$ cat config.mk
export PLATFORM = sky130hd
export DESIGN_NAME = nec_ir_pulse_decoder_core
export DESIGN_NICKNAME = d
export VERILOG_FILES = /design/src/rtl/nec_ir_pkg.sv /design/src/rtl/nec_ir_pulse_decoder_core.sv
export SDC_FILE = /design/constraint.sdc
export NUM_CORES = 1
export LEC_CHECK = 0
export ABC_AREA = 1
export BUFFER_PORTS_ARGS = -buffer_cell sky130_fd_sc_hd__buf_2
export CAP_MARGIN = 20
export CORE_AREA = 8 8 171 173
export CTS_CLUSTER_SIZE = 16
export DETAILED_ROUTE_END_ITERATION = 12
export DIE_AREA = 0 0 179 181
export PLACE_DENSITY = 0.8
export SLEW_MARGIN = 20
export SYNTH_ARGS = -nofsm -noshare
export SYNTH_HDL_FRONTEND = slang
export SYNTH_SLANG_ARGS = --single-unit
$ cat constraint.sdc
create_clock -name clk -period 12.6 [get_ports clk]
set_clock_uncertainty 0.2 [all_clocks]
set_input_delay 1.89 -clock clk [delete_from_list [all_inputs] [get_ports clk]]
set_output_delay 1.89 -clock clk [all_outputs]
set_load 0.01 [all_outputs]
$ cat src/rtl/nec_ir_pkg.sv
`timescale 1ns / 1ps
// ---------------------------------------------------------------------------
// NEC IR decoder package
// Item kinds, register indexes, reset values and the pulse window test.
// ---------------------------------------------------------------------------
package nec_ir_pkg;

  typedef logic [1:0]  mode_t;
  typedef logic [2:0]  cfg_index_t;
  typedef logic [31:0] window_t;
  typedef logic [15:0] ticks_t;

  localparam mode_t MODE_OVERFLOW = 2'd0;
  localparam mode_t MODE_EDGE     = 2'd1;
  localparam mode_t MODE_SCAN     = 2'd2;

  localparam cfg_index_t REG_BIT_ZERO_WINDOW = 3'd0;
  localparam cfg_index_t REG_BIT_ONE_WINDOW  = 3'd1;
  localparam cfg_index_t REG_REPEAT_WINDOW   = 3'd2;
  localparam cfg_index_t REG_LEADER_WINDOW   = 3'd3;
  localparam cfg_index_t REG_OVERFLOW_PERIOD = 3'd4;
  localparam cfg_index_t REG_DEVICE_ADDRESS  = 3'd5;

  localparam window_t RST_BIT_ZERO_WINDOW = {16'd800, 16'd300};
  localparam window_t RST_BIT_ONE_WINDOW  = {16'd1800, 16'd1400};
  localparam window_t RST_REPEAT_WINDOW   = {16'd3000, 16'd2000};
  localparam window_t RST_LEADER_WINDOW   = {16'd4700, 16'd4200};
  localparam ticks_t  RST_OVERFLOW_PERIOD = 16'd10000;
  localparam logic [7:0] RST_DEVICE_ADDRESS = 8'h00;

  localparam logic [3:0] SAT_TICKS     = 4'd15;
  localparam logic [3:0] TIMEOUT_TICKS = 4'd5;
  localparam logic [31:0] FRAME_MSB    = 32'h8000_0000;

  // A window matches strictly between its minimum and its maximum.
  function automatic logic in_window(input window_t win, input ticks_t t);
    return (t > win[15:0]) && (t < win[31:16]);
  endfunction

endpackage

$ cat src/rtl/nec_ir_pulse_decoder_core.sv
`timescale 1ns / 1ps
// ---------------------------------------------------------------------------
// NEC IR pulse decoder core
// Decodes NEC remote frames from timer overflow ticks, pin edges and scans.
// ---------------------------------------------------------------------------
// Each input beat carries mode, pin_level and capture_count on a valid/ready
// channel. Every accepted beat produces exactly one output beat with
// key_value (validated command of a scan, zero otherwise) and key_count
// (repeat codes counted since the last leader).
// All work for a beat is done in the cycle it is accepted; the result sits
// in the output register from the next cycle. One beat per cycle is sustained
// while out_ready is high, bounded only by the single output register.
// in_ready is high whenever the output register is empty or being drained,
// so a new beat is taken in the same cycle a held result is taken.
// When the receiver stalls, the result holds and in_ready drops until the
// output beat is accepted.
// The configuration port writes a register on every cycle cfg_write is high;
// indexes beyond the list are ignored. Write it only while the block idles.
// Reset restores the default windows, period and address, and clears the
// decoder state and out_valid; key_value and key_count are not reset.
// ---------------------------------------------------------------------------
module nec_ir_pulse_decoder_core
  import nec_ir_pkg::*;
(
  input  logic        clk,
  input  logic        rst,
  input  logic        in_valid,
  output logic        in_ready,
  input  logic [1:0]  mode,
  input  logic        pin_level,
  input  logic [15:0] capture_count,
  output logic        out_valid,
  input  logic        out_ready,
  output logic [7:0]  key_value,
  output logic [7:0]  key_count,
  input  logic        cfg_write,
  input  logic [2:0]  cfg_index,
  input  logic [31:0] cfg_data
);

  window_t    bit_zero_window;
  window_t    bit_one_window;
  window_t    repeat_window;
  window_t    leader_window;
  ticks_t     overflow_period;
  logic [7:0] device_address;

  ticks_t      rise_capture, rise_capture_next;
  logic [3:0]  overflow_ticks, overflow_ticks_next;
  logic        high_pending, high_pending_next;
  logic        leader_seen, leader_seen_next;
  logic        frame_ready, frame_ready_next;
  logic [31:0] frame_bits, frame_bits_next;
  logic [7:0]  repeat_count, repeat_count_next;
  logic [7:0]  key_next;

  logic        in_fire;
  logic [19:0] span;
  ticks_t      high_time;
  logic [3:0]  ticks_inc;
  logic [7:0]  frame_cmd;
  logic        frame_ok;

  assign in_ready = !out_valid || out_ready;
  assign in_fire  = in_valid && in_ready;

  assign span      = overflow_period * overflow_ticks;
  assign high_time = span[15:0] + capture_count - rise_capture;
  assign ticks_inc = (overflow_ticks < SAT_TICKS) ? overflow_ticks + 4'd1 : overflow_ticks;
  assign frame_cmd = frame_bits[23:16];
  assign frame_ok  = (frame_bits[7:0] == ~frame_bits[15:8])
                     && (frame_bits[7:0] == device_address)
                     && (frame_cmd == ~frame_bits[31:24]);

  always_comb begin
    rise_capture_next   = rise_capture;
    overflow_ticks_next = overflow_ticks;
    high_pending_next   = high_pending;
    leader_seen_next    = leader_seen;
    frame_ready_next    = frame_ready;
    frame_bits_next     = frame_bits;
    repeat_count_next   = repeat_count;
    key_next            = 8'h00;
    case (mode)
      MODE_OVERFLOW: begin
        overflow_ticks_next = ticks_inc;
        if (ticks_inc > TIMEOUT_TICKS) begin
          leader_seen_next  = 1'b0;
          repeat_count_next = 8'h00;
        end
      end
      MODE_EDGE: begin
        if (pin_level) begin
          rise_capture_next   = capture_count;
          overflow_ticks_next = 4'd0;
          high_pending_next   = 1'b1;
        end else begin
          high_pending_next = 1'b0;
          if (high_pending) begin
            if (leader_seen) begin
              if (in_window(bit_zero_window, high_time)) begin
                frame_bits_next = {1'b0, frame_bits[31:1]};
              end else if (in_window(bit_one_window, high_time)) begin
                frame_bits_next = {1'b0, frame_bits[31:1]} | FRAME_MSB;
              end else if (in_window(repeat_window, high_time)) begin
                frame_ready_next    = 1'b1;
                repeat_count_next   = repeat_count + 8'd1;
                overflow_ticks_next = 4'd0;
              end
            end else if (in_window(leader_window, high_time)) begin
              leader_seen_next  = 1'b1;
              repeat_count_next = 8'h00;
            end
          end
        end
      end
      MODE_SCAN: begin
        if (frame_ready) begin
          frame_ready_next = 1'b0;
          key_next = frame_ok ? frame_cmd : 8'h00;
          if (!frame_ok || frame_cmd == 8'h00 || !leader_seen) begin
            repeat_count_next = 8'h00;
          end
        end
      end
      default: begin
      end
    endcase
  end

  always_ff @(posedge clk) begin
    if (rst) begin
      bit_zero_window <= RST_BIT_ZERO_WINDOW;
      bit_one_window  <= RST_BIT_ONE_WINDOW;
      repeat_window   <= RST_REPEAT_WINDOW;
      leader_window   <= RST_LEADER_WINDOW;
      overflow_period <= RST_OVERFLOW_PERIOD;
      device_address  <= RST_DEVICE_ADDRESS;
    end else if (cfg_write) begin
      case (cfg_index)
        REG_BIT_ZERO_WINDOW: bit_zero_window <= cfg_data;
        REG_BIT_ONE_WINDOW:  bit_one_window  <= cfg_data;
        REG_REPEAT_WINDOW:   repeat_window   <= cfg_data;
        REG_LEADER_WINDOW:   leader_window   <= cfg_data;
        REG_OVERFLOW_PERIOD: overflow_period <= cfg_data[15:0];
        REG_DEVICE_ADDRESS:  device_address  <= cfg_data[7:0];
        default: begin
        end
      endcase
    end
  end

  always_ff @(posedge clk) begin
    if (rst) begin
      rise_capture   <= 16'h0000;
      overflow_ticks <= 4'd0;
      high_pending   <= 1'b0;
      leader_seen    <= 1'b0;
      frame_ready    <= 1'b0;
      frame_bits     <= 32'h0000_0000;
      repeat_count   <= 8'h00;
      out_valid      <= 1'b0;
    end else begin
      if (in_fire) begin
        rise_capture   <= rise_capture_next;
        overflow_ticks <= overflow_ticks_next;
        high_pending   <= high_pending_next;
        leader_seen    <= leader_seen_next;
        frame_ready    <= frame_ready_next;
        frame_bits     <= frame_bits_next;
        repeat_count   <= repeat_count_next;
        out_valid      <= 1'b1;
      end else if (out_ready) begin
        out_valid <= 1'b0;
      end
    end
  end

  always_ff @(posedge clk) begin
    if (in_fire) begin
      key_value <= key_next;
      key_count <= repeat_count_next;
    end
  end

  a_non_scan_key_zero: assert property (@(posedge clk) disable iff (rst)
    (in_fire && mode != MODE_SCAN) |=> (key_value == 8'h00))
    else $error("non-scan beat produced a nonzero key");

  a_scan_without_frame: assert property (@(posedge clk) disable iff (rst)
    (in_fire && mode == MODE_SCAN && !frame_ready) |=> (key_value == 8'h00))
    else $error("scan without a ready frame produced a key");

  a_rise_arms: assert property (@(posedge clk) disable iff (rst)
    (in_fire && mode == MODE_EDGE && pin_level)
      |=> (high_pending && overflow_ticks == 4'd0 && rise_capture == $past(capture_count)))
    else $error("rising edge did not arm the high-time measurement");

  a_idle_holds_state: assert property (@(posedge clk) disable iff (rst)
    !in_fire |=> ($stable(frame_bits) && $stable(repeat_count) && $stable(leader_seen)))
    else $error("decoder state changed without an accepted beat");

  a_count_matches: assert property (@(posedge clk) disable iff (rst)
    in_fire |=> (key_count == repeat_count))
    else $error("reported count differs from the repeat counter");

endmodule
==> qor.yml, run 1 <==
endpoint_kind: "flip-flop"
drt_iter0_drc: 1124
critical_path.max_stage_delay_ns: 0.73
drive_above_1_share: 0.07774
clock_path_buffers: 3
path_max_fanout: 41
rr_endpoint: "frame_bits[3]"
rsz0062_at_grt: "false"
holdPathEnd: "bit_zero_window[18]"
grt_antenna_before_repair: 2
ir_drop_mv: 0.1205
reg2reg_depth: 30
cts_tree: "yes"
cts_htree_levels: 1
synth-edff-count: 16
vias: 12630
p_per_area_nw_per_um2: 200.0
crit_required_ns: 12.87
worstHoldStart: "bit_zero_window[18]"
port_buffers: 76
leakagePower_nw: 7.580
clock_sinks: 232
cts_hold_buf: 0
clkLatencyLatePin_ns: 0.54
drt_drc_violations_left: 0
path_clk_slew_ns: 0.06
avgSynthCellArea_sq_um: 7.533
cts_root_buffer: "clkbuf_16"
status: "finished, final reports clean"
slew_violations: 0
worst_pin_slew_ns: 1.064
grt_pass1_wl_um: 61710
grt_start_max_net_pins: 99
async_flop_share: 0
yosysUniqueCellTypes: 40
arrival_ns: 8.09
synth_seq_cells: 232
period_needed_ns: 7.814
synth.net_count: 2161
firstDrtPassIters: 5
core_area_sq_um: 26500
startpoint_type: "primary input"
hold_violations: 0
track_usage: 0.2327
avgRoutedWirePerCell_um: 16.45
critical_path_class: "in2reg"
post_cts_buffers: 0
slew_headroom: 0.2882
std_cell_rows: 60
overflow: 0
setup_tns_ns: 0
seq_area_frac_synth: 0.3350
synth_warnings: 0
cts-buffers-inserted: 27
maxCapViolations: 0
ys.flop_type: "dfxtp_1"
routed_wl_um: 38040
fp.dieH_um: 181
setup_viol: 0
cts_resized: 0
area_growth_syn_to_layout_pct: 10.63
start_util: 0.5413
startpoint: "capture_count[4]"
die_w_um: 179
dieArea_sq_um: 32400
grt_pass1_vias: 12560
finalCritPeriodShare: 0.6201
synth_area_sq_um: 14340
holdCritPathClass: "reg2reg"
regToRegSetupSlack_ns: 5.31
place_congestion: 0.8988
syn-instance-count: 1904
io_pins: 77
cpMaxStageDelayCell: "xor2_1"
fmax_ghz: 0.1280
r2r-start: "overflow_ticks[1]"
viasPerCell: 5.462
drtAntennaViolNets: 0
hold_slack_ns: 0.2586
dp_hpwl_um: 27250
nets: 2205
whs_path_depth: 2
sequential cells by signal, summed over array words and instances (netlist names):
name	count
repeat_window	32
high_pending	1
rise_capture	16
leader_seen	1
bit_one_window	32
key_value	8
repeat_count	8
leader_window	32
key_count	8
device_address	8
bit_zero_window	32
overflow_period	16
frame_ready	1
overflow_ticks	4
out_valid	1
frame_bits	32
cells in the mapped netlist, types with 7 or more instances:
master      n  area share
o211ai_1   33       0.017
nor2_1    149       0.039
dfxtp_1   216        0.30
nand4_1    20      0.0087
xnor2_1    18       0.011
a21oi_1   205       0.072
nand2_1   297       0.078
nand3_1    46       0.016
fa_1       54       0.075
ha_1      144        0.13
o21ai_1    18      0.0063
o21ai_0   179       0.062
xor2_1     18       0.011
edfxtp_1   16       0.033
buf_2       7      0.0024
clkbuf_1   61       0.016
nor3_1     12      0.0042
inv_1     353       0.092
critical path: cells and delay by family:
kind,cells,cell delay (ns)
fa+ha+maj,5,2.26
compound gates,9,1.41
buf+inv,7,0.89
simple gates,9,0.89
xor+xnor,1,0.73
final cells by class:
cell class | instances | area (sq um)
Multi-Input combinational cell | 1236 | 7881
Sequential cell | 232 | 4805
Fill cell | 2334 | 10630
Tap cell | 341 | 426.7
Antenna cell | 3 | 7.507
Inverter | 365 | 1373
Timing Repair Buffer | 86 | 475.5
Clock buffer | 34 | 732.0
Clock inverter | 15 | 168.9
power breakdown:
part | total (W) | internal, W | switching, W
logic | 0.00159 | 0.000569 | 0.00102
registers | 0.000786 | 0.000768 | 0.0000176
clock network | 0.000797 | 0.000475 | 0.000323
metrics by stage:
stage	cell area [sq um]	power, W	cells	worst slack (ns)	util
finish	15870	0.003174	2312	4.786	0.5988
global route	15870	0.003430	2311	4.305	0.5987
detailed placement	14930	0.002341	2259	4.348	0.5635
global placement	14930	0.002274	2259	4.529	0.5635
CTS	15830	0.003152	2308	4.883	0.5975
floorplan	14340	0.001913	1904	5.295	-
how the worst max path moves through the flow:
stage | end | slack, ns | depth (start not counted)
after global placement | frame_bits[10] | 4.53 | 35
after CTS | frame_bits[3] | 4.88 | 31
final | frame_bits[3] | 4.79 | 31
after global routing | frame_bits[10] | 4.30 | 35
after detailed placement | frame_bits[13] | 4.35 | 35
after floorplan | key_count[3] | 5.30 | 38
layer usage:
metal | share of wire | global-route usage | vias up | wire, um
li1 | - | - | 6212 | -
met1 | 0.43 | 0.2997 | 5892 | 16400
met2 | 0.46 | 0.3796 | 415 | 17610
met3 | 0.063 | 0.02961 | 110 | 2386
met4 | 0.043 | 0.1092 | 0 | 1638
met5 | 0 | 0 | - | 0
cell families after synthesis:
family	after synthesis	synth area share
AOI/OAI and AO/OA	455	0.1683
xor gates and xnor gates	36	0.02198
adders and majority gates	198	0.2010
buffers and inverters	436	0.1158
DFF	232	0.3350
and+or+nand+nor	547	0.1581
placed cells by master (no fill, tap or decap), types with 6 or more instances in the layout:
cell / synthesis / final
clkbuf_16: 0 / 27
o211ai_1: 33 / 33
nand2_1: 297 / 297
clkinv_1: 6 / 8
xnor2_1: 18 / 18
xor2_1: 18 / 18
buf_4: 2 / 9
fa_1: 54 / 54
nor2_1: 149 / 148
inv_2: 6 / 7
nand4_1: 20 / 20
o21ai_0: 179 / 179
ha_1: 144 / 144
inv_1: 353 / 351
nor4_1: 6 / 6
nor3_1: 12 / 12
nor2_2: 5 / 6
nand3_1: 46 / 46
a21oi_1: 205 / 205
edfxtp_1: 16 / 16
dfxtp_1: 216 / 216
o21ai_1: 18 / 18
buf_2: 7 / 76
No activity file was read; power rests on OpenSTA's default activity.
==> run 2, diff against run 1 <==
--- a/config.mk
+++ b/config.mk
@@ -12,7 +12,7 @@
 export CTS_CLUSTER_SIZE = 16
 export DETAILED_ROUTE_END_ITERATION = 12
 export DIE_AREA = 0 0 179 181
-export PLACE_DENSITY = 0.8
+export PLACE_DENSITY = 0.83
 export SLEW_MARGIN = 20
 export SYNTH_ARGS = -nofsm -noshare
 export SYNTH_HDL_FRONTEND = slang
==> constraint.sdc (replaced) <==
create_clock -name clk -period 6.8 [get_ports clk]
set_clock_uncertainty 0.2 [all_clocks]
set_input_delay 1.02 -clock clk [delete_from_list [all_inputs] [get_ports clk]]
set_output_delay 1.02 -clock clk [all_outputs]
set_load 0.01 [all_outputs]
==> run 2 against run 1 <==
  * Routed wire length grew 0.99%
  * Worst setup slack worse by 4.4 ns
  * Global-route usage is 0.12 points higher
  * Sequential power rose by 84%
  * Cell count rose by 1.3%
  * Hold slack improved by 0.00051 ns
  * Count of clock-buffer cells in the layout is 6 higher
  * Sequential cell count did not move
  * Critical path depth rose by 5
  * Non-clock buffer count up 28
==> qor.yml, run 2 (same netlist as run 1, synthesis figures left out) <==
maxCapViolations: 0  # unchanged
status: "finished, final reports clean"
multiInputGateArea_sq_um: 7946  # +0.83%
cpMaxStageDelayCell: "fa_1"
grt_start_max_net_pins: 103  # +4.0%
dp_cells: 2283  # +1.1%
fmax_ghz: 0.1559
die_w_um: 179  # unchanged
grt_pass1_vias: 13070  # +4.0%
clock_sinks: 232  # unchanged
vias: 12950  # +2.6%
clkLatencyLatePin_ns: 0.54  # about the same
cp_num_buf_inv: 8  # +1
final_cells: 2342  # +1.3%
viasPerCell: 5.531  # +1.3%
most-common-layout-cells: "inv_1 (352), nand2_1 (297), dfxtp_1 (212)"
drt_iter0_drc: 1122  # -0.18%
r2r-start: "overflow_ticks[2]"
area_growth_syn_to_layout_pct: 13.13
finalCritPeriodShare: 0.9431
path_clk_slew_ns: 0.06  # about the same
period_needed_ns: 6.413
seq_area_sq_um: 4810  # +0.10%
routed_wl_um: 38410  # +0.99%
fp.dieH_um: 181  # unchanged
slew_violations: 0  # unchanged
port_buffers: 76  # unchanged
p_per_area_nw_per_um2: 377.0  # +89%
setup_tns_ns: 0  # unchanged
path_max_fanout: 8  # -80%
cts-buffers-inserted: 28  # +3.7%
endpoint_kind: "flip-flop"
worst_pin_slew_ns: 1.026  # -0.03795 ns
grt_antenna_before_repair: 3  # +1
startpoint: "capture_count[4]"
worstHoldStart: "bit_one_window[21]"
setup_viol: 0  # unchanged
nets: 2235  # +1.4%
cts_htree_levels: 1  # unchanged
crit_required_ns: 7.01  # -5.86 ns
ir_drop_mv: 0.2601  # +120%
rsz0062_at_grt: "false"
dieArea_sq_um: 32400  # unchanged
holdCritPathClass: "reg2reg"
firstDrtPassIters: 8  # +3
grt_pass1_wl_um: 62580  # +1.4%
cpMostUsedCell: "nand2_1"
overflow: 0  # unchanged
slew_headroom: 0.3134  # +0.02518
leakagePower_nw: 7.761  # +2.4%
track_usage: 0.2339  # +0.001188
std_cell_rows: 60  # unchanged
final_util: 0.6123  # +0.01350
arrival_ns: 6.63  # -1.46 ns
start_util: 0.5413  # unchanged
fillers: 2213  # -5.2%
drive_above_1_share: 0.09805  # +0.02031
drt_drc_violations_left: 0  # unchanged
critical_path.max_stage_delay_ns: 0.55  # -0.18 ns
cts_root_buffer: "clkbuf_16"
hold_violations: 0  # unchanged
final_common_cell: "inv_1"
startpoint_type: "primary input"
place_congestion: 0.9196  # +2.3%
dp_hpwl_um: 27870  # +2.3%
cts_tree: "yes"
cp_top_family: "adder cells"
core_area_sq_um: 26500  # unchanged
critical_path_class: "in2reg"
clock_path_buffers: 3  # unchanged
avgRoutedWirePerCell_um: 16.40  # -0.30%
power.total_w: 0.006118  # +93%
io_pins: 77  # unchanged
drtAntennaViolNets: 0  # unchanged
run 2: cell count changes in the layout (fill, tap and decap cells not counted), moves of 3 or more:
cell / change
dfxtp_1: -4
clkbuf_8: +4
buf_4: +25
inv_6: -4
clkinv_2: +3
dfxtp_2: +4
run 2: where the power goes:
part / switching [W] / total (W) / internal (W) / leakage, nW
clock: 0.000598 / 0.00152 / 0.000926 / 0.468
combinational: 0.00193 / 0.00314 / 0.00121 / 5.37
sequential: 0.0000276 / 0.00145 / 0.00142 / 1.92
run 2: path summary, 6_finish.rpt:
check	endpoint	slack [ns]	depth (start not counted)
min	bit_one_window[21]	0.26	2
max	overflow_ticks[1]	0.39	36
min reg2reg	bit_one_window[21]	0.26	2
max reg2reg	overflow_ticks[1]	0.44	35
run 2: repair_timing:
| item | in CTS | in global routing |
|---|---|---|
| resized for setup | 0 | 20 |
| buffers inserted | 0 | 4 |
| hold buffers | 0 | 0 |
| endpoints found under the setup margin | 0 | 52 |
| hold endpoints to repair | 0 | 0 |
run 2: final cells by class:
type,instances,area share
Sequential cell,232,0.2964
Multi-Input combinational cell,1237,0.4897
Timing Repair Buffer,114,0.04403
Clock buffer,40,0.05158
Tap cell,341,0.02629
Inverter,365,0.08489
Clock inverter,11,0.006785
Antenna cell,2,0.0003084
run 2: per-layer routing:
metal,global-route usage,routed length [um]
met5,0,13
met4,0.1012,1463
met3,0.03482,2850
met2,0.3899,18010
met1,0.2942,16070
run 2: worst reg2reg max path, delay by kind of cell (launching register included):
family / cells / cell delay, ns
fa+ha+maj: 5 / 2.21
simple gates: 18 / 1.93
buf+inv: 6 / 0.74
compound gates: 5 / 0.60
flops: 1 / 0.45
xor+xnor: 1 / 0.14
run 2: stage by stage:
| stage | area (sq um) | worst slack [ns] | hold slack, ns |
|---|---|---|---|
| detailed placement | 15140 | -0.3264 | 0.2530 |
| finish | 16230 | 0.3869 | 0.2591 |
| global placement | 15140 | -0.1559 | 0.2447 |
| CTS | 16090 | 0.1429 | 0.2602 |
| global route | 16230 | 0.003178 | 0.2808 |
| floorplan | 14340 | 0.3651 | 0.2313 |
